`config.mk`:
```
export PLATFORM = sky130hd
export DESIGN_NAME = wcmd_bearing
export DESIGN_NICKNAME = d
export VERILOG_FILES = /design/src/rtl/wcmd_pkg.sv /design/src/rtl/wcmd_bearing.sv
export SDC_FILE = /design/constraint.sdc
export NUM_CORES = 1
export LEC_CHECK = 0
export ABC_AREA = 1
export BUFFER_PORTS_ARGS = -buffer_cell sky130_fd_sc_hd__buf_2
export CAP_MARGIN = 20
export CORE_MARGIN = 4
export CORE_UTILIZATION = 45
export CTS_CLUSTER_DIAMETER = 120
export DETAILED_ROUTE_END_ITERATION = 6
export HOLD_SLACK_MARGIN = 0.06
export SETUP_SLACK_MARGIN = 0.1
export SYNTH_ARGS = -nofsm -noshare
export SYNTH_HDL_FRONTEND = slang
export SYNTH_SLANG_ARGS = --single-unit
```
`constraint.sdc`:
```
create_clock -name clock -period 5.9 [get_ports clock]
set_input_delay 1.77 -clock clock [delete_from_list [all_inputs] [get_ports clock]]
set_output_delay 1.77 -clock clock [all_outputs]
set_load 0.1 [all_outputs]
```
`src/rtl/wcmd_pkg.sv`:
```
package wcmd_pkg;

   localparam int DirWidth   = 12;
   localparam int TrigWidth  = 16;
   localparam int SumWidth   = 32;
   localparam int AngWidth   = 24;
   localparam int CordSteps  = 16;
   localparam int FullTurn   = 3600;
   localparam int HalfTurn   = 1800;
   localparam int QuarterTurn = 900;
   localparam logic [31:0] CordStart = 32'd652032874;

   localparam int RotWidth  = 32;
   localparam int VecWidth  = 52;
   localparam int StepBits  = 4;

   typedef logic [DirWidth-1:0] dir_type;
   typedef logic signed [TrigWidth-1:0] trig_type;
   typedef logic signed [SumWidth-1:0] sum_type;
   typedef logic signed [AngWidth-1:0] ang_type;

   function automatic ang_type atan_units(input logic [StepBits-1:0] i);
      ang_type r;
      case (i)
         4'd0:  r = 24'sd450000;
         4'd1:  r = 24'sd265651;
         4'd2:  r = 24'sd140362;
         4'd3:  r = 24'sd71250;
         4'd4:  r = 24'sd35763;
         4'd5:  r = 24'sd17899;
         4'd6:  r = 24'sd8952;
         4'd7:  r = 24'sd4476;
         4'd8:  r = 24'sd2238;
         4'd9:  r = 24'sd1119;
         4'd10: r = 24'sd560;
         4'd11: r = 24'sd280;
         4'd12: r = 24'sd140;
         4'd13: r = 24'sd70;
         4'd14: r = 24'sd35;
         default: r = 24'sd17;
      endcase
      return r;
   endfunction

   // round half up to Q1.15 with saturation
   function automatic trig_type to_q15(input logic signed [RotWidth-1:0] v);
      logic signed [RotWidth:0] t;
      logic signed [RotWidth-15:0] r;
      begin
         t = {v[RotWidth-1], v} + (RotWidth+1)'(16384);
         r = t[RotWidth:15];
         if (r > 32767) return 16'sh7fff;
         else if (r < -32768) return 16'sh8000;
         else return r[15:0];
      end
   endfunction

endpackage

```
`src/rtl/wcmd_bearing.sv`:
```
// Iterative CORDIC vectoring: bearing of summed vector in tenths.
module wcmd_bearing (
   input  logic                   clock,
   input  logic                   reset,
   input  logic                   start,
   input  wcmd_pkg::sum_type      sum_e,
   input  wcmd_pkg::sum_type      sum_n,
   output logic                   done,
   output wcmd_pkg::dir_type      mean
);
   import wcmd_pkg::*;

   logic signed [VecWidth-1:0] x_ff, x_in, y_ff, y_in, xs, ys;
   ang_type z_ff, z_in;
   logic [StepBits-1:0] i_ff, i_in;
   logic busy_ff, busy_in, fin_ff, fin_in, zero_ff, zero_in;
   logic [1:0] div_ff, div_in;   // 1 divide, 2 result
   logic signed [AngWidth-1:0] tot_ff, tot_in;
   logic [DirWidth:0] quo_ff, quo_in;
   dir_type mean_ff, mean_in;
   logic done_ff, done_in;

   assign xs = VecWidth'(sum_n) <<< 16;
   assign ys = VecWidth'(sum_e) <<< 16;

   // total lies in 2601688..6399312; divide by 1000 by stepping 1000*2^k
   logic signed [AngWidth-1:0] sub;
   assign sub = AngWidth'(1000) <<< i_ff;

   always_comb begin
      x_in = x_ff; y_in = y_ff; z_in = z_ff; i_in = i_ff;
      busy_in = busy_ff; fin_in = 1'b0; zero_in = zero_ff;
      div_in = 2'd0; tot_in = tot_ff; quo_in = quo_ff;
      mean_in = mean_ff; done_in = 1'b0;
      if (start) begin
         zero_in = (sum_e == '0) && (sum_n == '0);
         if (xs[VecWidth-1]) begin
            x_in = -xs; y_in = -ys; z_in = AngWidth'(HalfTurn*1000);
         end else begin
            x_in = xs; y_in = ys; z_in = '0;
         end
         i_in = '0; busy_in = 1'b1;
      end else if (busy_ff) begin
         if (!y_ff[VecWidth-1] && (y_ff != '0)) begin
            x_in = x_ff + (y_ff >>> i_ff);
            y_in = y_ff - (x_ff >>> i_ff);
            z_in = z_ff + atan_units(i_ff);
         end else begin
            x_in = x_ff - (y_ff >>> i_ff);
            y_in = y_ff + (x_ff >>> i_ff);
            z_in = z_ff - atan_units(i_ff);
         end
         i_in = i_ff + 1'b1;
         if (i_ff == StepBits'(CordSteps-1)) begin
            busy_in = 1'b0; fin_in = 1'b1;
         end
      end else if (fin_ff) begin
         tot_in = z_ff + AngWidth'(FullTurn*1000 + 500);
         quo_in = '0; i_in = StepBits'(12); div_in = 2'd1;
      end else if (div_ff == 2'd1) begin
         if (tot_ff >= sub) begin
            tot_in = tot_ff - sub;
            quo_in = quo_ff | ((DirWidth+1)'(1) << i_ff);
         end
         i_in = i_ff - 1'b1;
         if (i_ff == '0) div_in = 2'd2;
         else div_in = 2'd1;
      end else if (div_ff == 2'd2) begin
         if (zero_ff) mean_in = DirWidth'(QuarterTurn);
         else if (quo_ff >= (DirWidth+1)'(FullTurn))
            mean_in = DirWidth'(quo_ff - (DirWidth+1)'(FullTurn));
         else mean_in = quo_ff[DirWidth-1:0];
         done_in = 1'b1;
      end
   end

   always_ff @(posedge clock) begin
      x_ff <= x_in; y_ff <= y_in; z_ff <= z_in; i_ff <= i_in;
      tot_ff <= tot_in; quo_ff <= quo_in; mean_ff <= mean_in; zero_ff <= zero_in;
      if (reset) begin
         busy_ff <= 1'b0; fin_ff <= 1'b0; div_ff <= 2'd0; done_ff <= 1'b0;
      end else begin
         busy_ff <= busy_in; fin_ff <= fin_in; div_ff <= div_in; done_ff <= done_in;
      end
   end

   assign done = done_ff;
   assign mean = mean_ff;
endmodule

```
# Word-level counts from Yosys, hierarchy flattened
# Memories as Yosys holds them, arrays and structs flattened. A register that Yosys moved wholly into a read port is not among the register bits.
# Cells that the tools add are included.
[classes] eq_ne=3 n_lt_le_gt_ge=2 n_reduce_logical=17 mux=39 n_addsub=13 shifts=4 bitwise=5
[ops] cell="52-bit two-way mux" count=8
[ops] cell="24-bit two-way mux" count=12
[ops] cell="52-bit adder" count=2
[ops] cell="48-bit negator with 52-bit output" count=2
[ops] cell="52-bit by 4-bit >>> shifter with 52-bit output" count=2
[ops] cell="52-bit subtractor" count=2
[ops] cell="32-bit logical NOT" count=2
[ops] cell="52-bit nonzero test" count=1
[ops] cell="24-bit subtractor" count=2
[ops] cell="4-bit two-way mux" count=7
[ops] cell="13-bit two-way mux" count=2
[ops] cell="24-bit by 23-bit adder with 24-bit output, second input constant" count=1
[ops] cell="24-bit adder" count=1
[ops] cell="24-bit >= comparator" count=1
[ops] cell="11-bit by 4-bit <<< shifter with 24-bit output, first input constant" count=1
[ops] cell="21-bit two-way mux" count=1
[ops] cell="13-bit by 12-bit >= comparator with 1-bit output, second input constant" count=1
[ops] cell="13-bit OR" count=1
[ops] cell="1-bit by 4-bit left shift with 13-bit output, first input constant" count=1
[ops] cell="12-bit two-way mux" count=1
[ops] cell="12-bit subtractor, second input constant" count=1
[ops] cell="5-bit OR reduction" count=2
[ops] cell="1-bit two-way mux" count=7
[ops] cell="2-bit nonzero test" count=3
[ops] cell="other kinds (14)" count=19
[totals] ff_bits=187 romBits=608 mem_count=2
[mem_list] name="(name not given)" depth=16 width=19 rd=1 rd_clocked_by_memory_dff=1 wr=0 line_no="wcmd_pkg.sv:24" rtl="case (i)"
[mem_list] name="(name not given)" depth=16 width=19 rd=1 rd_clocked_by_memory_dff=1 wr=0 line_no="wcmd_pkg.sv:24"

# Depth between registers and ports, before layout
[logic_depth] word_depth=9 ltp_mapped=38 ltp_nobuf=36

# Worst setup path before layout
# OpenSTA, ideal clock, no wires.
[synth_timing] kind="input -> register" from="in start" to="reg mean_ff[0] (netlist: mean[0]), enable pin" path_stages=3 t_arrival_ps=5185 required_time_ps=5379 slack_ps=194 path_cell_list="nor2_1 > inv_1 > nor2_1"
[synth_via] elab_chain_len=2
[synth_lines] item="start: declaration" line_no="wcmd_bearing.sv:5" rtl="input logic start,"
[synth_lines] item="1-bit inverter (no line)"
[synth_lines] item="5-bit AND reduction (no line)"
[synth_lines] item="end signal: assignment" line_no="wcmd_bearing.sv:79" rtl="tot_ff <= tot_in; quo_ff <= quo_in; mean_ff <= mean_in; zero_ff <= zero_in;"
[synth_lines] item="end: declaration" line_no="wcmd_bearing.sv:20" rtl="dir_type mean_ff, mean_in;"
# Every way passes these cells.
# A chain may end at the register's enable or synchronous reset.

# Worst setup path in the final report
[layout_timing] from="reg i_ff[1]" to="reg x_ff[31] (data pin)"
[layout_via] elab_chain_len=5 elab_cells_between_ends=6
[layout_lines] item="start: declaration" line_no="wcmd_bearing.sv:15" rtl="logic [StepBits-1:0] i_ff, i_in;"
[layout_lines] item="start signal: assignment" line_no="wcmd_bearing.sv:78" rtl="x_ff <= x_in; y_ff <= y_in; z_ff <= z_in; i_ff <= i_in;"
[layout_lines] item="52-bit by 4-bit >>> shifter with 52-bit output (*)" line_no="wcmd_bearing.sv:45, wcmd_bearing.sv:49"
[layout_lines] item="52-bit subtractor / 52-bit adder (equally long branches)" line_no="wcmd_bearing.sv:49, wcmd_bearing.sv:45"
[layout_lines] item="52-bit two-way mux (*)" line_no="wcmd_bearing.sv:44" rtl="if (!y_ff[VecWidth-1] && (y_ff != '0)) begin"
[layout_lines] item="52-bit two-way mux (*)" line_no="wcmd_bearing.sv:43" rtl="end else if (busy_ff) begin"
[layout_lines] item="52-bit two-way mux (*)" line_no="wcmd_bearing.sv:35" rtl="if (start) begin"
[layout_lines] item="named net x_in[31]" line_no="wcmd_bearing.sv:13" rtl="logic signed [VecWidth-1:0] x_ff, x_in, y_ff, y_in, xs, ys;"
[layout_lines] item="end signal: assignment" line_no="wcmd_bearing.sv:78"
[layout_lines] item="end: declaration" line_no="wcmd_bearing.sv:13"
# Mark *: on every way through the listed nets, which the timed path passes. The rest lies on a longest branch. The select of a mux whose other input is x is not followed.

==> results.toml <==
[clocking]
clockRootBuffer = "sky130_fd_sc_hd__clkbuf_16"
insertion_delay_ns = 0.61
cts-root-to-sink-buffers = 3
holdBufCountCts = 0
clkTransAtPathRegs_ns = 0.07
htree_num_levels = 1
tritoncts = "built"
tritoncts_num_sinks = 203
tritoncts.num_buffers = 28

[global_routing]
global_route.usage.met1_pct = 42.9
grt_antenna_before_repair = 1
grt_pass1_wl_mm = 162
grt.overflow.total = 0
met3_grt_util_pct = 4.01
first_global_vias = 28200
globalRouteMet2Util_pct = 49.8
gr-usage-all-layers_pct = 30.9
pin_count_of_the_biggest_net_entering_global_routing = 89
grt_most_used_layer = "met2"

[synthesis]
share_of_the_yosys_chip_area_belonging_to_registers_pct = 21.0
synthDistinctLibCells = 59
synth.top_cell.area_share_pct = 19.0
async_reset_ff_share_pct = 0
yosys_most_used_dff = "sky130_fd_sc_hd__edfxtp_1"
post-synth-top-count-cell = "sky130_fd_sc_hd__nand2_1"
post_synth.cell_area_avg_um2 = 6.02
synth.largest_area_cell = "sky130_fd_sc_hd__edfxtp_1"
synthesis.instances = 4593
netlist_area_um2 = 27600
ys_ff_latch = 203
netlist_top_cells_count = "sky130_fd_sc_hd__nand2_1 (1,214), sky130_fd_sc_hd__nand3_1 (630), sky130_fd_sc_hd__nor2_1 (493)"
netlist_top_cells_area = "sky130_fd_sc_hd__edfxtp_1 (19%), sky130_fd_sc_hd__nand2_1 (16%), sky130_fd_sc_hd__nand3_1 (11%)"
synth.net_count = 4840
synthesis.yosys.warnings = 0
number_of_enable_type_register_cells_in_the_synthesized_netlist = 175

[sta]
total_negative_slack_ns = 0
final.period_utilization_pct = 93.9
final.setup.worst_slack_ns = 0.362
hold-worst-slack_ns = 0.537
worstMarginPinSlew_ns = 0.987
fmaxAchievable_ghz = 0.181
hold_viol = 0
fin_crit_ns = 5.54
count_of_endpoints_failing_setup_in_the_final_report = 0
relSlewSlack_pct = 34.0
worst_clock_skew_ns = 0.0259
final-max-slew-violation-count = 0
rsz0062_at_grt = "false"

[drt]
detail_route.wl_per_cell_um = 19.6
vias = 30800
remaining_drc_errors = 0
initialDrtViolationCount = 3194
drt_pre_antenna_iters = 6
detailed_route_wire_length_mm = 106
drtAntennaViolNets = 0
routed_via_density = 5.70

[worst_hold_path]
worst_hold_startpoint = "div_ff[1]"
hold_path_class = "reg2reg"
holdPathStages = 2
hold_path_end = "done"

[die]
rows = 90
dieWidth_um = 256
core_area_um2 = 60600
die_h_um = 256
floorplan.die_area_um2 = 65400
num_io_pins = 80
floorplan.initialDensity_pct = 45.6

[power]
static_leakage_power_nw = 13.7
power-per-cell-area_nw_per_um2 = 714
vdd.ir_drop.worst_mv = 0.436

[layout]
fin_util_pct = 49.4
layout-drive-gt1-share_pct = 6.33
diodes = 0
areaGrowthSynthToFinish_pct = 8.33
layout.nets = 4855

[critical_path]
timing.setup.critical_path_class = "reg2reg"
path_buf_inv = 5
slowest_stage = "sky130_fd_sc_hd__dfxtp_4"
cp_data_required_time_ns = 6.23
reg2reg_to = "x_ff[31]"
crit_path_cell_trace = "inv_4, buf_12, buf_16, nand3_1, nand3_1, nand2_1, o21ai_2, nand3_1, nor2_2, nand2_1, inv_2, nand3_2, o21ai_4, xor2_1, inv_1, ha_1, a21o_1, a21oi_1, a21boi_0, o21ai_0, a21oi_2, o21ai_0, o21ai_0, o21ai_0"
critical_path.max_fanout = 68
cp_common_cell = "sky130_fd_sc_hd__o21ai_0"
worstRegToRegCells = 24
crit_arrival_ns = 5.87
critical-path-top-delay-family = "compound AO/OA/AOI/OAI gates"
reg_to_reg_slack_setup_ns = 0.36
timing.rr.start = "i_ff[1]"
critPathCaptureType = "flip-flop"
startpoint_type = "flip-flop"
crit_path_max_incr_delay_ns = 0.45

[place]
final_replace_weighted_congestion = 1.01
place.port_buffers = 79
pre_cts_slack_ns = 0.313
hpwl_mm = 85.1

[run]
timing.max_cap.violations = 0

[run_status]
status = "finished, final reports clean"
==> metrics by stage <==
step / std cells / instance area (µm²) / power, mW
floorplan: 4593 / 27600 / 14.1
global placement: 5357 / 28800 / 19.1
detailed placement: 5357 / 28800 / 19.0
CTS: 5409 / 29900 / 21.1
global route: 5412 / 29900 / 23.4
finish: 5412 / 29900 / 21.4
==> flip-flops by register name, indices dropped and copies added, names as in the netlist, named ones only <==
| name | count |
|---|---|
| done | 1 |
| z_ff | 24 |
| i_ff | 4 |
| fin_ff | 1 |
| y_ff | 52 |
| mean | 12 |
| busy_ff | 1 |
| quo_ff | 13 |
| x_ff | 52 |
| zero_ff | 1 |
| div_ff | 2 |
| tot_ff | 21 |
==> where the power goes <==
group,internal (mW),switching [mW]
logic,5.30,10.9
registers,2.36,0.885
clock network,1.16,0.770
total,8.82,12.6
==> per-layer routing <==
metal  share of wire [%]  wire length (µm)
met4                 4.0              4240
met3                 6.8              7250
met2                  45             47600
met5              0.0075                 8
met1                  44             47200
==> worst min-delay path, cell delays in order (launching register included) <==
cell	delay, ns
sky130_fd_sc_hd__dfxtp_1	0.31
sky130_fd_sc_hd__nand3_1	0.10
sky130_fd_sc_hd__nor2_1	0.07
==> cell type report <==
class	instances	area (µm²)
multi-input combinational	3768	19400
clock buffer	30	728
inverter	470	1780
tap	782	978
clock inverter	22	307
sequential	203	5830
fill	6627	30600
timing repair buffer	137	961
==> cells in the final DEF, fill, tap and decap left out, types with 33 or more instances in the layout <==
master                     instances
sky130_fd_sc_hd__a21o_1           33
sky130_fd_sc_hd__a21oi_1         367
sky130_fd_sc_hd__a31oi_1          38
sky130_fd_sc_hd__buf_2            78
sky130_fd_sc_hd__buf_4            49
sky130_fd_sc_hd__edfxtp_1        175
sky130_fd_sc_hd__ha_1            177
sky130_fd_sc_hd__inv_1           451
sky130_fd_sc_hd__nand2_1        1213
sky130_fd_sc_hd__nand3_1         629
sky130_fd_sc_hd__nand4_1          38
sky130_fd_sc_hd__nor2_1          491
sky130_fd_sc_hd__nor3_1           61
sky130_fd_sc_hd__o21ai_0         325
sky130_fd_sc_hd__xnor2_1          48
sky130_fd_sc_hd__xor2_1           84
==> kinds of logic (layout without fill, tap and decap cells) <==
logic type	after synthesis	count (layout)	share of synthesized area, %
AO/OA/AOI/OAI	921	921	18.5
XOR/XNOR	132	132	4.18
adder cells (fa/ha/maj)	180	180	8.23
buffers and inverters	622	659	9.11
flip-flops	203	203	21.0
multiplexers	2	2	0.0724
AND/OR/NAND/NOR	2533	2533	38.9
==> worst max-delay path by stage <==
stage               cells past startpoint  slack (ns)    start  endpoint
floorplan                               3        0.19    start   mean[0]
global placement                       25        0.19  i_ff[1]  y_ff[43]
detailed placement                     24        0.31  i_ff[1]  x_ff[31]
CTS                                    24        0.26  i_ff[1]  x_ff[31]
global route                           29        0.11  i_ff[0]  y_ff[49]
finish                                 24        0.36  i_ff[1]  x_ff[31]
==> repair_timing <==
action,in CTS,in global routing
resized for setup,0,15
setup buffers,0,3
endpoints found under the setup margin,0,29
Note: power is estimated with default switching activity, not from simulation.
