### config.mk
export PLATFORM = sky130hd
export DESIGN_NAME = wcmd_sincos
export DESIGN_NICKNAME = d
export VERILOG_FILES = /design/src/rtl/wcmd_pkg.sv /design/src/rtl/wcmd_sincos.sv
export SDC_FILE = /design/constraint.sdc
export NUM_CORES = 1
export LEC_CHECK = 0
export BUFFER_PORTS_ARGS = -buffer_cell sky130_fd_sc_hd__buf_4
export CORE_ASPECT_RATIO = 2
export CORE_MARGIN = 2
export CORE_UTILIZATION = 35
export CTS_BUF_LIST = sky130_fd_sc_hd__clkbuf_16
export DETAILED_ROUTE_END_ITERATION = 8
export PLACE_DENSITY = 0.61
export SYNTH_ARGS = -nofsm -noshare
export SYNTH_HDL_FRONTEND = slang
export SYNTH_SLANG_ARGS = --single-unit
export TNS_END_PERCENT = 1
### constraint.sdc
create_clock -name clock -period 12.2 [get_ports clock]
set_input_delay 3.05 -clock clock [delete_from_list [all_inputs] [get_ports clock]]
set_output_delay 3.05 -clock clock [all_outputs]
set_load 0.01 [all_outputs]
### src/rtl/wcmd_pkg.sv
package wcmd_pkg;

   localparam int DirWidth   = 12;
   localparam int TrigWidth  = 16;
   localparam int SumWidth   = 32;
   localparam int AngWidth   = 24;
   localparam int CordSteps  = 16;
   localparam int FullTurn   = 3600;
   localparam int HalfTurn   = 1800;
   localparam int QuarterTurn = 900;
   localparam logic [31:0] CordStart = 32'd652032874;

   localparam int RotWidth  = 32;
   localparam int VecWidth  = 52;
   localparam int StepBits  = 4;

   typedef logic [DirWidth-1:0] dir_type;
   typedef logic signed [TrigWidth-1:0] trig_type;
   typedef logic signed [SumWidth-1:0] sum_type;
   typedef logic signed [AngWidth-1:0] ang_type;

   function automatic ang_type atan_units(input logic [StepBits-1:0] i);
      ang_type r;
      case (i)
         4'd0:  r = 24'sd450000;
         4'd1:  r = 24'sd265651;
         4'd2:  r = 24'sd140362;
         4'd3:  r = 24'sd71250;
         4'd4:  r = 24'sd35763;
         4'd5:  r = 24'sd17899;
         4'd6:  r = 24'sd8952;
         4'd7:  r = 24'sd4476;
         4'd8:  r = 24'sd2238;
         4'd9:  r = 24'sd1119;
         4'd10: r = 24'sd560;
         4'd11: r = 24'sd280;
         4'd12: r = 24'sd140;
         4'd13: r = 24'sd70;
         4'd14: r = 24'sd35;
         default: r = 24'sd17;
      endcase
      return r;
   endfunction

   // round half up to Q1.15 with saturation
   function automatic trig_type to_q15(input logic signed [RotWidth-1:0] v);
      logic signed [RotWidth:0] t;
      logic signed [RotWidth-15:0] r;
      begin
         t = {v[RotWidth-1], v} + (RotWidth+1)'(16384);
         r = t[RotWidth:15];
         if (r > 32767) return 16'sh7fff;
         else if (r < -32768) return 16'sh8000;
         else return r[15:0];
      end
   endfunction

endpackage

### src/rtl/wcmd_sincos.sv
// Iterative CORDIC rotation: compass east/north parts of one direction.
module wcmd_sincos (
   input  logic                   clock,
   input  logic                   reset,
   input  logic                   start,
   input  wcmd_pkg::dir_type      dir,
   output logic                   done,
   output wcmd_pkg::trig_type     east,
   output wcmd_pkg::trig_type     north
);
   import wcmd_pkg::*;

   logic signed [RotWidth-1:0] x_ff, x_in, y_ff, y_in;
   ang_type z_ff, z_in;
   logic [1:0] q_ff, q_in;
   logic [StepBits-1:0] i_ff, i_in;
   logic busy_ff, busy_in, done_ff, done_in;
   logic [DirWidth-1:0] rem;
   logic [1:0] quad;
   trig_type s, c;

   always_comb begin
      if (dir >= DirWidth'(3*QuarterTurn)) begin
         quad = 2'd3; rem = dir - DirWidth'(3*QuarterTurn);
      end else if (dir >= DirWidth'(2*QuarterTurn)) begin
         quad = 2'd2; rem = dir - DirWidth'(2*QuarterTurn);
      end else if (dir >= DirWidth'(QuarterTurn)) begin
         quad = 2'd1; rem = dir - DirWidth'(QuarterTurn);
      end else begin
         quad = 2'd0; rem = dir;
      end
   end

   always_comb begin
      x_in = x_ff; y_in = y_ff; z_in = z_ff; q_in = q_ff;
      i_in = i_ff; busy_in = busy_ff; done_in = 1'b0;
      if (start) begin
         x_in = CordStart; y_in = '0;
         z_in = AngWidth'(rem) * AngWidth'(1000);
         q_in = quad; i_in = '0; busy_in = 1'b1;
      end else if (busy_ff) begin
         if (!z_ff[AngWidth-1]) begin
            x_in = x_ff - (y_ff >>> i_ff);
            y_in = y_ff + (x_ff >>> i_ff);
            z_in = z_ff - atan_units(i_ff);
         end else begin
            x_in = x_ff + (y_ff >>> i_ff);
            y_in = y_ff - (x_ff >>> i_ff);
            z_in = z_ff + atan_units(i_ff);
         end
         i_in = i_ff + 1'b1;
         if (i_ff == StepBits'(CordSteps-1)) begin
            busy_in = 1'b0; done_in = 1'b1;
         end
      end
   end

   always_ff @(posedge clock) begin
      x_ff <= x_in; y_ff <= y_in; z_ff <= z_in; q_ff <= q_in; i_ff <= i_in;
      if (reset) begin
         busy_ff <= 1'b0; done_ff <= 1'b0;
      end else begin
         busy_ff <= busy_in; done_ff <= done_in;
      end
   end

   assign s = to_q15(y_ff);
   assign c = to_q15(x_ff);
   assign done = done_ff;

   always_comb begin
      case (q_ff)
         2'd0: begin east = s;  north = c;  end
         2'd1: begin east = c;  north = -s; end
         2'd2: begin east = -s; north = -c; end
         default: begin east = -c; north = s; end
      endcase
   end
endmodule

### Yosys cells after proc, flatten, opt, wreduce, memory -nomap -nowiden

Memory sizes are Yosys's and may differ from the RTL's. A register that Yosys moved wholly into a read port is not among the register bits.
Index checks and enable logic that the tools add are counted.

| operators by class | value |
|---|---|
| reduce and logical (&&, ||, !) cells | 4 |
| eq/ne operators | 3 |
| multipliers | 1 |
| bitwise gates (word level) | 1 |
| add/sub/neg operators | 14 |
| shifts and indexed selects | 2 |
| multiplexer cells | 30 |
| order comparisons | 7 |

Operator list:

| operator | count |
|---|---|
| $mux W24 | 7 |
| $pmux W16 S3 | 2 |
| $add A32 B16 Y33 const B | 2 |
| $add A32 B32 Y32 | 2 |
| $mux W16 | 4 |
| $mux W32 | 2 |
| $sshr A32 B4 Y32 | 2 |
| $sub A32 B32 Y32 | 2 |
| $mux W22 | 2 |
| $gt A18 B16 Y1 const B | 2 |
| $lt A18 B16 Y1 const B | 2 |
| $mux W12 | 3 |
| $neg A16 Y16 | 2 |
| $add A24 B24 Y24 | 1 |
| $sub A24 B24 Y24 | 1 |
| $mul A12 B7 Y19 const B | 1 |
| $mux W4 | 4 |
| $ge A12 B10 Y1 const B | 1 |
| $ge A12 B11 Y1 const B | 1 |
| $ge A12 B12 Y1 const B | 1 |
| $sub A12 B10 Y12 const B | 1 |
| $sub A12 B11 Y12 const B | 1 |
| $sub A12 B12 Y12 const B | 1 |
| $mux W1 | 6 |
| 9 further kinds | 9 |

| storage, ports and cells | value |
|---|---|
| output and inout port bits | 33 |
| memory bits (read-only) | 608 |
| logic and storage cells | 73 |
| input bits | 15 |
| memories | 2 |
| register bits | 96 |

Memories:

| memory | depth | width | rd ports | clocked after memory_dff | write ports | RTL line | source |
|---|---|---|---|---|---|---|---|
| (no name shown) | 16 | 19 | 1 | 1 | 0 | wcmd_pkg.sv:24 | `case (i)` |
| (no name shown) | 16 | 19 | 1 | 1 | 0 | wcmd_pkg.sv:24 |  |

### Depth between registers and ports, before layout

Gate-level depths: netlist of run 1.

| logic depth | value |
|---|---|
| word-level depth | 7 |
| mapped depth | 31 |
| mapped depth without buffers | 29 |

### Worst setup path after synthesis of run 1

Ideal clock, no wire load.

| timing path | value |
|---|---|
| path type | input to register |
| start | input dir[6] |
| end | register z_ff[21] (data pin) |
| path slack | 2690 ps |
| arrival time | 9253 ps |
| data required time | 11944 ps |
| stages on the path | 29 |
| path through | nor2_1 nand2_1 or3_1 a31o_2 a31oi_1 inv_1 nor2_1 nand3_1 a32o_1 xor2_1 inv_1 ha_1 inv_1 fa_1 inv_1 fa_1 inv_1 fa_1 inv_1 ha_1 clkbuf_1 nand3_1 o311ai_0 o211ai_1 o21ai_0 a21o_1 a21oi_1 xnor2_1 a22o_1 |

| between the ends | value |
|---|---|
| cells in the longest elaborated chain, start to end | 6 |

Ends and longest elaborated chain:

| item | RTL line | source |
|---|---|---|
| start: declaration | wcmd_sincos.sv:6 | `input wcmd_pkg::dir_type dir,` |
| $sub A12 B10 Y12 or $ge A12 B10 Y1 (tied branches) | wcmd_sincos.sv:28, wcmd_sincos.sv:27 |  |
| $mux W12 | wcmd_sincos.sv:27 | `end else if (dir >= DirWidth'(QuarterTurn)) begin` |
| $mux W12 | wcmd_sincos.sv:25 | `end else if (dir >= DirWidth'(2*QuarterTurn)) begin` |
| $mux W12 * | wcmd_sincos.sv:23 | `if (dir >= DirWidth'(3*QuarterTurn)) begin` |
| $mul A12 B7 Y19 * | wcmd_sincos.sv:39 | `z_in = AngWidth'(rem) * AngWidth'(1000);` |
| $mux W22 * | wcmd_sincos.sv:37 | `if (start) begin` |
| via z_in[21] | wcmd_sincos.sv:14 | `ang_type z_ff, z_in;` |
| end signal: assignment | wcmd_sincos.sv:59 | `x_ff <= x_in; y_ff <= y_in; z_ff <= z_in; q_ff <= q_in; i_ff <= i_in;` |
| end: declaration | wcmd_sincos.sv:14 |  |

Mark *: on every way through the listed nets, which the timed path passes. The rest lies on a longest branch.
A chain may end at the register's enable or synchronous reset.

### Worst setup path after layout of run 1

| timing path | value |
|---|---|
| start | register x_ff[15] |
| end | output east[12] |

| between the ends | value |
|---|---|
| cells in the longest elaborated chain, start to end | 6 |

Ends and longest elaborated chain:

| item | RTL line | source |
|---|---|---|
| start: declaration | wcmd_sincos.sv:13 | `logic signed [RotWidth-1:0] x_ff, x_in, y_ff, y_in;` |
| start signal: assignment | wcmd_sincos.sv:59 |  |
| $add A32 B16 Y33 * | wcmd_pkg.sv:50 | `t = {v[RotWidth-1], v} + (RotWidth+1)'(16384);` |
| $lt A18 B16 Y1 | wcmd_pkg.sv:53 | `else if (r < -32768) return 16'sh8000;` |
| $mux W16 | wcmd_pkg.sv:53 |  |
| $mux W16 * | wcmd_pkg.sv:52 | `if (r > 32767) return 16'sh7fff;` |
| $neg A16 Y16 | wcmd_sincos.sv:76 | `default: begin east = -c; north = s; end` |
| $pmux W16 S3 * | wcmd_sincos.sv:72 | `case (q_ff)` |
| end: declaration | wcmd_sincos.sv:8 | `output wcmd_pkg::trig_type east,` |

Mark *: on every way between the ends. The rest lies on a longest branch, timed or not.

==> flow_metrics.py, run 1 <==
metrics = {
    "critical_path": {
        "cpPeakStageDelay_ns": 0.85,
        "crit_top_cell": "ha_1",
        "cp_max_fo": 12,
        "startpoint": "x_ff[15]",
        "cp_slowest_cell": "nor4_1",
        "reg2reg_depth": 19,
        "rrSetupSlack_ns": 4.11,
        "crit_required_ns": 9.15,
        "worst-path-stages": 16,
        "cp.arrival_ns": 7.11,
        "crit_family": "simple AND/OR/NAND/NOR gates",
        "cp-start-kind": "flip-flop",
        "crit_chain": "ha_1, nand4_1, or2_1, o21ai_1, nand2_1, o21ai_0, ha_1, inv_1, a2111oi_0, o221ai_1, nor4_1, nor2b_1, xnor2_1, mux4_2, o21bai_1, buf_4",
        "path_class": "reg2out",
        "worstReg2RegStart": "i_ff[1]",
        "crit_end": "east[12]",
        "path_buf_inv": 2,
        "end_kind": "output pin",
        "r2r-end": "x_ff[30]",
    },
    "clock_tree": {
        "numClockSinks": 115,
        "cts_buffer_depth": 3,
        "cts_made_buffers": 25,
        "h-tree-depth": 4,
        "clk_pin_slew_ns": 0.05,
        "cts-resized-gates": 0,
        "post-cts-setup-buffers": 0,
        "cts_tree": "yes",
        "insertion_delay_ns": 0.51,
        "ctsRootBufferMaster": "clkbuf_16",
        "cts_hold_buf": 0,
    },
    "timing": {
        "slew_headroom_pct": 4.77,
        "worstMarginPinSlew_ns": 1.41,
        "rsz0062_at_grt": "no",
        "hold_viol_final": 0,
        "max_freq_ghz": 0.0984,
        "setup-violations-final": 0,
        "fin_hold_ws_ns": 0.478,
        "fin_setup_tns_ns": 0,
        "fin_skew_ns": 0.0237,
        "fin_crit_sh_pct": 83.3,
        "fin_crit_ns": 10.16,
        "slew_viol_final": 0,
    },
    "floorplan": {
        "die_h_um": 336,
        "die_w_um": 170,
        "rows": 121,
        "pin_count": 48,
        "coreArea_um2": 54400,
        "start_util_pct": 35.4,
        "dieArea_um2": 57000,
    },
    "yosys": {
        "yosys.area.top_type_share_pct": 10.0,
        "synth-edff-count": 21,
        "yosys_warnings": 0,
        "synthCells": 2466,
        "synth_flop_cell": "dfxtp_1",
        "synthesis.nets": 2676,
        "avgSynthCellArea_um2": 7.80,
        "synth-seq-area-share_pct": 13.1,
        "ys_types": 102,
        "synth_area_leaders": "ha_1, dfxtp_1, mux4_2, a21oi_1, xnor2_1",
        "synthArstFlopShare_pct": 0,
        "synth_largest_area_cell": "ha_1",
        "ys_ff_latch": 115,
        "synthesis.area_um2": 19200,
    },
    "grt": {
        "grt_overflow": 0,
        "grt_pass1_wl_um": 106000,
        "antenna_found_initial": 2,
        "grt_max_degree": 88,
        "track_usage_pct": 24.3,
        "grt_pass1_vias": 19200,
    },
    "final_layout": {
        "nFillCells": 5566,
        "areaGrowthSynthToFinish_pct": 7.20,
        "drive_gt1_share_pct": 9.40,
        "seq_area_um2": 2530,
        "diodes": 0,
        "num-nets-final": 2620,
        "multi_input_area_um2": 15500,
    },
    "route": {
        "post-route-drc-count": 0,
        "routed_wl_um": 69400,
        "met2_length_um": 36700,
        "first_pass_iters": 8,
        "vias": 18800,
        "postRouteAntennaNets": 0,
        "viasPerCell": 6.09,
        "met1Wirelength_um": 22000,
        "routed.top_layer": "met5",
        "wl_met3_um": 3450,
        "wl_per_cell_um": 22.4,
        "drt-initial-drc-count": 1478,
    },
    "flow_run": {
        "maxCapViolations": 0,
    },
    "pwr": {
        "p_comb_share_pct": 79.7,
        "p_sw_share_pct": 52.9,
        "clockPowerShare_pct": 8.5,
        "vdd.ir_drop.worst_v": 0.000144,
        "cellLeakagePower_uw": 0.00833,
        "p_switching_uw": 3680,
        "powerDensity_nw_per_um2": 337,
        "intPower_uw": 3270,
        "p_seq_share_pct": 11.8,
    },
    "worst_hold_path": {
        "hp-class": "reg2reg",
    },
    "placement": {
        "hpwl_um": 52700,
        "gp_routability_congestion": 1.01,
        "port_buffers": 47,
    },
    "outcome": {
        "status": "finished, final reports clean",
    },
}
## power by group through the flow
stage          clock network, µW  logic, µW  registers [µW]
2_1_floorplan                  0       4230             627
3_3_place_gp                   0       5340             809
3_5_place_dp                   0       5440             816
4_1_cts                      599       5480             808
5_1_grt                      614       6120             833
6_report                     589       5550             822
## worst min-delay path: cells and delay by family, from the launching register on
family / cells / cell delay [ns]
AO/OA/AOI/OAI: 1 / 0.06
flip-flops: 1 / 0.31
AND/OR/NAND/NOR: 1 / 0.05
## cells in the mapped netlist, drive strengths merged, types with 21 or more instances
cell type  number
buf            53
nand2         225
nor2b          32
mux2i          86
mux2           24
clkbuf        106
and2           22
mux4           71
fa             41
nor3           58
xor2           95
dfxtp          94
xnor2         113
edfxtp         21
a21o           53
ha            154
nand3          61
a211oi         28
nand4          23
a21oi         214
nor2          240
a31oi          23
inv           128
nand2b         22
o21ai         163
## cell type report
cell class | count | share of cell area, %
Multi-Input combinational cell | 2057 | 75.1
Inverter | 135 | 2.46
Clock buffer | 26 | 3.16
Tap cell | 676 | 4.10
Sequential cell | 115 | 12.3
Clock inverter | 7 | 0.140
Timing Repair Buffer | 76 | 2.77
## through the flow
step                area (µm²)  instances  worst slack (ns)  utilization (%)  total power [µW]
global placement         19900       3059              1.81             36.7              6150
floorplan                19200       2466              2.69                -              4860
finish                   20600       3092              2.04             37.9              6960
detailed placement       19900       3059              1.71             36.7              6260
CTS                      20600       3092              2.13             37.9              6890
global route             20600       3092              1.64             37.9              7570
## how the worst min path moves through the flow
stage                           to  cells past startpoint  slack, ns  startpoint
after global placement    z_ff[22]                      2       0.44    z_ff[22]
final                     z_ff[22]                      2       0.48    z_ff[22]
after CTS                 z_ff[22]                      2       0.48    z_ff[22]
after floorplan           z_ff[22]                      2       0.43    z_ff[22]
after detailed placement  z_ff[22]                      2       0.46    z_ff[22]
after global routing      z_ff[22]                      2       0.51    z_ff[22]
## per-layer routing
| layer | vias up | track usage, % |
|---|---|---|
| met2 | 689 | 46.0 |
| met4 | 4 | 22.7 |
| met5 | - | 0 |
| met3 | 325 | 3.84 |
| met1 | 8956 | 21.3 |
| li1 | 8846 | - |
## placed cells by master (no fill, tap or decap), drive strengths merged, types with 15 or more instances in the layout
cell type and instances:
a211oi 28, a21o 53, a21oi 214, a31oi 23, and2 22, and3 16, buf 76, clkbuf 26
dfxtp 94, edfxtp 21, fa 41, ha 154, inv 131, mux2 24, mux2i 86, mux4 71
nand2 225, nand2b 22, nand3 61, nand4 23, nor2 240, nor2b 32, nor3 58, o211ai 16
o21a 20, o21ai 163, o21bai 15, xnor2 113, xor2 95
## kinds of logic (layout without fill, tap and decap cells)
group | Yosys count | after routing | share of synthesized area [%]
adder cells (fa/ha/maj) | 195 | 195 | 14.3
multiplexers | 181 | 181 | 14.4
flip-flops | 115 | 115 | 13.1
XOR/XNOR | 208 | 208 | 9.47
AO/OA/AOI/OAI | 690 | 690 | 22.9
AND/OR/NAND/NOR | 783 | 783 | 19.4
buffers and inverters | 294 | 244 | 6.45
Note: power is estimated with default switching activity, not from simulation.
==> run 2: changes to the inputs <==
==> constraint.sdc (replaced) <==
create_clock -name clock -period 9.55 [get_ports clock]
set_input_delay 2.3875 -clock clock [delete_from_list [all_inputs] [get_ports clock]]
set_output_delay 2.3875 -clock clock [all_outputs]
set_load 0.01 [all_outputs]
==> run 2 against run 1 <==
Against the previous run:
- first-iteration DRC count grew 0.27%
- die area is the same
- sequential share of layout area is essentially flat
- clock skew shrank 0.0016 ns
- combinational power grew 28%
- wire length grew 3.6%
- flip-flop and latch count is the same
- cell count grew 0.36%
- highest routed layer unchanged
- clock power grew 24%
==> flow_metrics.py, run 2 (same netlist as run 1, synthesis figures left out) <==
metrics = {
    "outcome": {
        "status": "finished, final reports clean",
    },
    "pwr": {
        "vdd.ir_drop.worst_v": 0.000189,
        "cellLeakagePower_uw": 0.00837,
        "powerDensity_nw_per_um2": 431,
        "power_uw": 8920,
    },
    "clock_tree": {
        "h-tree-depth": 4,
        "cts_hold_buf": 0,
        "numClockSinks": 115,
        "post-cts-setup-buffers": 0,
        "cts_buffer_depth": 3,
        "cts_made_buffers": 25,
        "cts-resized-gates": 0,
        "clk_pin_slew_ns": 0.04,
        "cts_tree": "yes",
        "insertion_delay_ns": 0.51,
        "ctsRootBufferMaster": "clkbuf_16",
    },
    "floorplan": {
        "dieArea_um2": 57000,
        "pin_count": 48,
        "die_h_um": 336,
        "die_w_um": 170,
        "rows": 121,
        "coreArea_um2": 54400,
        "start_util_pct": 35.4,
    },
    "route": {
        "first_pass_iters": 6,
        "post-route-drc-count": 0,
        "viasPerCell": 6.17,
        "wl_per_cell_um": 23.2,
        "postRouteAntennaNets": 0,
        "drt-initial-drc-count": 1482,
        "vias": 19100,
        "routed_wl_um": 71900,
    },
    "placement": {
        "gp_routability_congestion": 1.04,
        "pre_cts_ws_ns": 0.609,
        "port_buffers": 47,
        "hpwl_um": 54800,
    },
    "critical_path": {
        "cp.arrival_ns": 6.77,
        "end_kind": "output pin",
        "cp_max_fo": 13,
        "reg2reg_depth": 22,
        "crit_required_ns": 7.16,
        "cp-start-kind": "flip-flop",
        "path_class": "reg2out",
    },
    "timing": {
        "rsz0062_at_grt": "no",
        "slew_headroom_pct": 20.3,
        "setup-violations-final": 0,
        "hold_viol_final": 0,
        "fin_ws_ns": 0.394,
        "fin_skew_ns": 0.0220,
        "worstMarginPinSlew_ns": 1.18,
        "max_freq_ghz": 0.109,
        "fin_crit_sh_pct": 95.9,
        "fin_setup_tns_ns": 0,
        "fin_crit_ns": 9.16,
        "slew_viol_final": 0,
    },
    "grt": {
        "grt_pass1_vias": 19500,
        "grt_overflow": 0,
        "grt_pass1_wl_um": 110000,
        "track_usage_pct": 25.3,
        "grt_max_degree": 88,
        "antenna_found_initial": 1,
    },
    "worst_hold_path": {
        "worstHoldPathCells": 2,
        "hp-class": "reg2reg",
    },
    "final_layout": {
        "final_cell_mix": "nor2_1, nand2_1, a21oi_1",
        "nFillCells": 5577,
        "num-nets-final": 2631,
        "areaGrowthSynthToFinish_pct": 7.56,
        "diodes": 0,
        "final_common_cell": "nor2_1",
        "drive_gt1_share_pct": 9.85,
    },
    "flow_run": {
        "maxCapViolations": 0,
    },
}
-- run 2: changes by cell type in the layout (fill, tap and decap cells not counted) --
| cell | previous run | this run |
|---|---|---|
| buf_4 | 76 | 87 |
| clkbuf_16 | 26 | 25 |
| clkinv_2 | 2 | 3 |
| nor4_1 | 10 | 9 |
| nor4_2 | 1 | 2 |
-- run 2: cell type report --
class                           instances  area (µm²)  area share, %
Timing Repair Buffer                   87         653           3.16
Clock inverter                          8        33.8          0.163
Sequential cell                       115        2530           12.2
Inverter                              135         507           2.45
Clock buffer                           25         626           3.02
Multi-Input combinational cell       2057       15500           74.9
Tap cell                              676         846           4.09
-- run 2: report_power, final --
group / total [µW] / switching, µW / internal [µW]
logic: 7130 / 4110 / 3020
registers: 1060 / 371 / 691
clock network: 729 / 268 / 462
-- run 2: metal layers --
layer	part of all wire (%)	global-route usage, %	up-vias	wire, µm
met5	0.015	0	-	11
met4	9.6	21.2	2	6900
met3	4.7	3.64	317	3400
met2	54	48.6	748	38700
met1	32	22.9	9194	22900
li1	-	-	8885	-
-- run 2: critical path, cell delays in order (launching register included) --
cell	delay [ns]
dfxtp_1	0.71
nand4_1	0.33
nor4_4	0.64
a21oi_1	0.14
o21ai_0	0.27
nand2_1	0.09
buf_4	0.19
o21ai_0	0.49
ha_1	0.47
inv_1	0.18
a2111oi_0	0.54
o221ai_1	0.41
nor4_2	0.63
nor2b_1	0.24
xnor2_1	0.09
mux4_2	0.50
o21bai_1	0.17
buf_4	0.18
-- run 2: stage by stage --
step | cells | hold WS, ns | instance area, µm² | utilization (%)
after global routing | 3103 | 0.526 | 20700 | 38.1
after detailed placement | 3070 | 0.475 | 20000 | 36.8
after floorplan | 2466 | 0.432 | 19200 | -
after global placement | 3070 | 0.451 | 20000 | 36.8
after CTS | 3103 | 0.486 | 20700 | 38.1
final | 3103 | 0.477 | 20700 | 38.1
-- run 2: path summary, 6_finish.rpt --
check                              start        to  slack, ns
worst max-delay path            x_ff[20]  east[12]       0.39
worst min-delay path            z_ff[22]  z_ff[22]       0.48
worst max register to register   i_ff[1]  y_ff[31]       2.02
worst min register to register  z_ff[22]  z_ff[22]       0.48
==> run 3: changes to the inputs <==
--- a/config.mk
+++ b/config.mk
@@ -12,6 +12,7 @@
 export CTS_BUF_LIST = sky130_fd_sc_hd__clkbuf_16
 export DETAILED_ROUTE_END_ITERATION = 8
 export PLACE_DENSITY = 0.61
+export SLEW_MARGIN = 5
 export SYNTH_ARGS = -nofsm -noshare
 export SYNTH_HDL_FRONTEND = slang
 export SYNTH_SLANG_ARGS = --single-unit
==> constraint.sdc (replaced) <==
create_clock -name clock -period 9.1 [get_ports clock]
set_input_delay 2.275 -clock clock [delete_from_list [all_inputs] [get_ports clock]]
set_output_delay 2.275 -clock clock [all_outputs]
set_load 0.01 [all_outputs]
==> run 3 against run 2 <==
Against the previous run:
- critical path depth grew 2
- first-iteration DRC count grew 3.1%
- sequential share of layout area is essentially flat
- cell count grew 0.32%
- via count shrank 0.14%
- utilization grew 0.11 points
- die area is the same
- final area grew 0.30%
- global-route usage shrank 0.29 points
- wire length shrank 0.60%
- flip-flop and latch count is the same
- critical endpoint unchanged
- largest power group unchanged
==> flow_metrics.py, run 3 (same netlist as run 1, synthesis figures left out) <==
metrics = {
    "timing": {
        "rsz0062_at_grt": "no",
        "worstMarginPinSlew_ns": 1.20,
        "fin_skew_ns": 0.0168,
        "max_freq_ghz": 0.113,
        "fin_crit_ns": 8.82,
        "fin_ws_ns": 0.279,
        "slew_headroom_pct": 18.3,
        "hold_viol_final": 0,
        "fin_setup_tns_ns": 0,
        "setup-violations-final": 0,
        "fin_crit_sh_pct": 96.9,
        "slew_viol_final": 0,
        "fin_hold_ws_ns": 0.466,
    },
    "route": {
        "postRouteAntennaNets": 0,
        "first_pass_iters": 7,
        "drt-initial-drc-count": 1528,
        "viasPerCell": 6.14,
        "met1Wirelength_um": 22500,
        "post-route-drc-count": 0,
        "met2_length_um": 38700,
        "routed.top_layer": "met5",
        "wl_per_cell_um": 22.9,
        "routed_wl_um": 71400,
        "wl_met3_um": 3060,
        "vias": 19100,
    },
    "final_layout": {
        "multi_input_area_um2": 15500,
        "seq_area_um2": 2530,
        "areaGrowthSynthToFinish_pct": 7.88,
        "final_cell_mix": "nor2_1, nand2_1, a21oi_1",
        "drive_gt1_share_pct": 10.1,
        "num-nets-final": 2640,
        "final_util_pct": 38.2,
        "final_common_cell": "nor2_1",
        "nFillCells": 5496,
    },
    "critical_path": {
        "path_class": "reg2out",
        "end_kind": "output pin",
        "cp.arrival_ns": 6.55,
        "cp_max_fo": 12,
        "crit_required_ns": 6.83,
        "cp-start-kind": "flip-flop",
    },
    "outcome": {
        "status": "finished, final reports clean",
    },
    "floorplan": {
        "dieArea_um2": 57000,
        "coreArea_um2": 54400,
        "start_util_pct": 35.4,
        "pin_count": 48,
        "rows": 121,
        "die_w_um": 170,
        "die_h_um": 336,
    },
    "clock_tree": {
        "clk_pin_slew_ns": 0.05,
        "cts_tree": "yes",
        "cts_hold_buf": 0,
        "ctsRootBufferMaster": "clkbuf_16",
        "h-tree-depth": 4,
        "cts-resized-gates": 0,
        "cts_made_buffers": 25,
        "post-cts-setup-buffers": 0,
        "insertion_delay_ns": 0.52,
        "cts_buffer_depth": 3,
        "numClockSinks": 115,
    },
    "pwr": {
        "cellLeakagePower_uw": 0.00842,
        "vdd.ir_drop.worst_v": 0.000180,
        "powerDensity_nw_per_um2": 453,
    },
    "flow_run": {
        "maxCapViolations": 0,
    },
    "grt": {
        "antenna_found_initial": 1,
        "grt_pass1_vias": 19300,
        "track_usage_pct": 25.0,
        "grt_max_degree": 88,
        "grt_overflow": 0,
        "grt_pass1_wl_um": 108000,
    },
    "placement": {
        "port_buffers": 47,
        "hpwl_um": 54700,
        "pre_cts_ws_ns": 0.183,
        "gp_routability_congestion": 1.00,
    },
    "worst_hold_path": {
        "hp-class": "reg2reg",
    },
}
[run 3: cell types whose count changed in the layout (fill, tap and decap cells not counted)]
cell and change:
buf_4 +9, clkinv_1 +1, clkinv_2 -2, diode_2 +1, inv_1 +1, nor4_1 +1
nor4_2 -1
[run 3: area by class of cell]
class,instances,share of cell area (%)
clock buffers,25,3.01
flip-flops and latches,115,12.2
repair buffers,96,3.47
clock inverters,8,0.151
multi-input cells,2057,74.6
diodes,1,0.0121
inverters,135,2.44
well taps,676,4.08
[run 3: critical path, cell delays in order (launching register included)]
cell and delay [ns]:
dfxtp_1 0.55, ha_1 0.36, nand4_1 0.41, or2_1 0.40, o21ai_1 0.22, nand2_1 0.09
buf_4 0.19, o21ai_0 0.55, ha_1 0.26, buf_4 0.15, inv_1 0.10, a2111oi_0 0.52
o221ai_1 0.38, nor4_1 0.52, buf_4 0.23, nor2b_1 0.15, xnor2_1 0.09, mux4_2 0.51
o21bai_1 0.17, buf_4 0.18
[run 3: path summary, 6_finish.rpt]
| kind | startpoint | to | slack [ns] | depth (start not counted) |
|---|---|---|---|---|
| max | x_ff[15] | east[12] | 0.28 | 19 |
| min | z_ff[22] | z_ff[22] | 0.47 | 2 |
| max reg2reg | i_ff[2] | x_ff[30] | 1.52 | 19 |
| min reg2reg | z_ff[22] | z_ff[22] | 0.47 | 2 |
[run 3: metrics by stage]
stage | power [µW] | std cells | cell area [µm²]
global route | 10200 | 3112 | 20700
finish | 9400 | 3113 | 20700
global placement | 8340 | 3079 | 20100
detailed placement | 8480 | 3079 | 20100
floorplan | 6510 | 2466 | 19200
CTS | 9290 | 3112 | 20700
[run 3: report_power, final]
group          internal [µW]  switching, µW  total, µW  leakage (µW)
Combinational           3180           4390       7570       0.00708
Clock                    483            276        759      0.000338
Sequential               725            340       1070      0.000996
[run 3: routing by layer]
metal / up-vias / track usage, %
li1: 8896 / -
met1: 9165 / 22.0
met2: 733 / 48.2
met3: 323 / 3.16
met4: 2 / 22.6
met5: - / 0
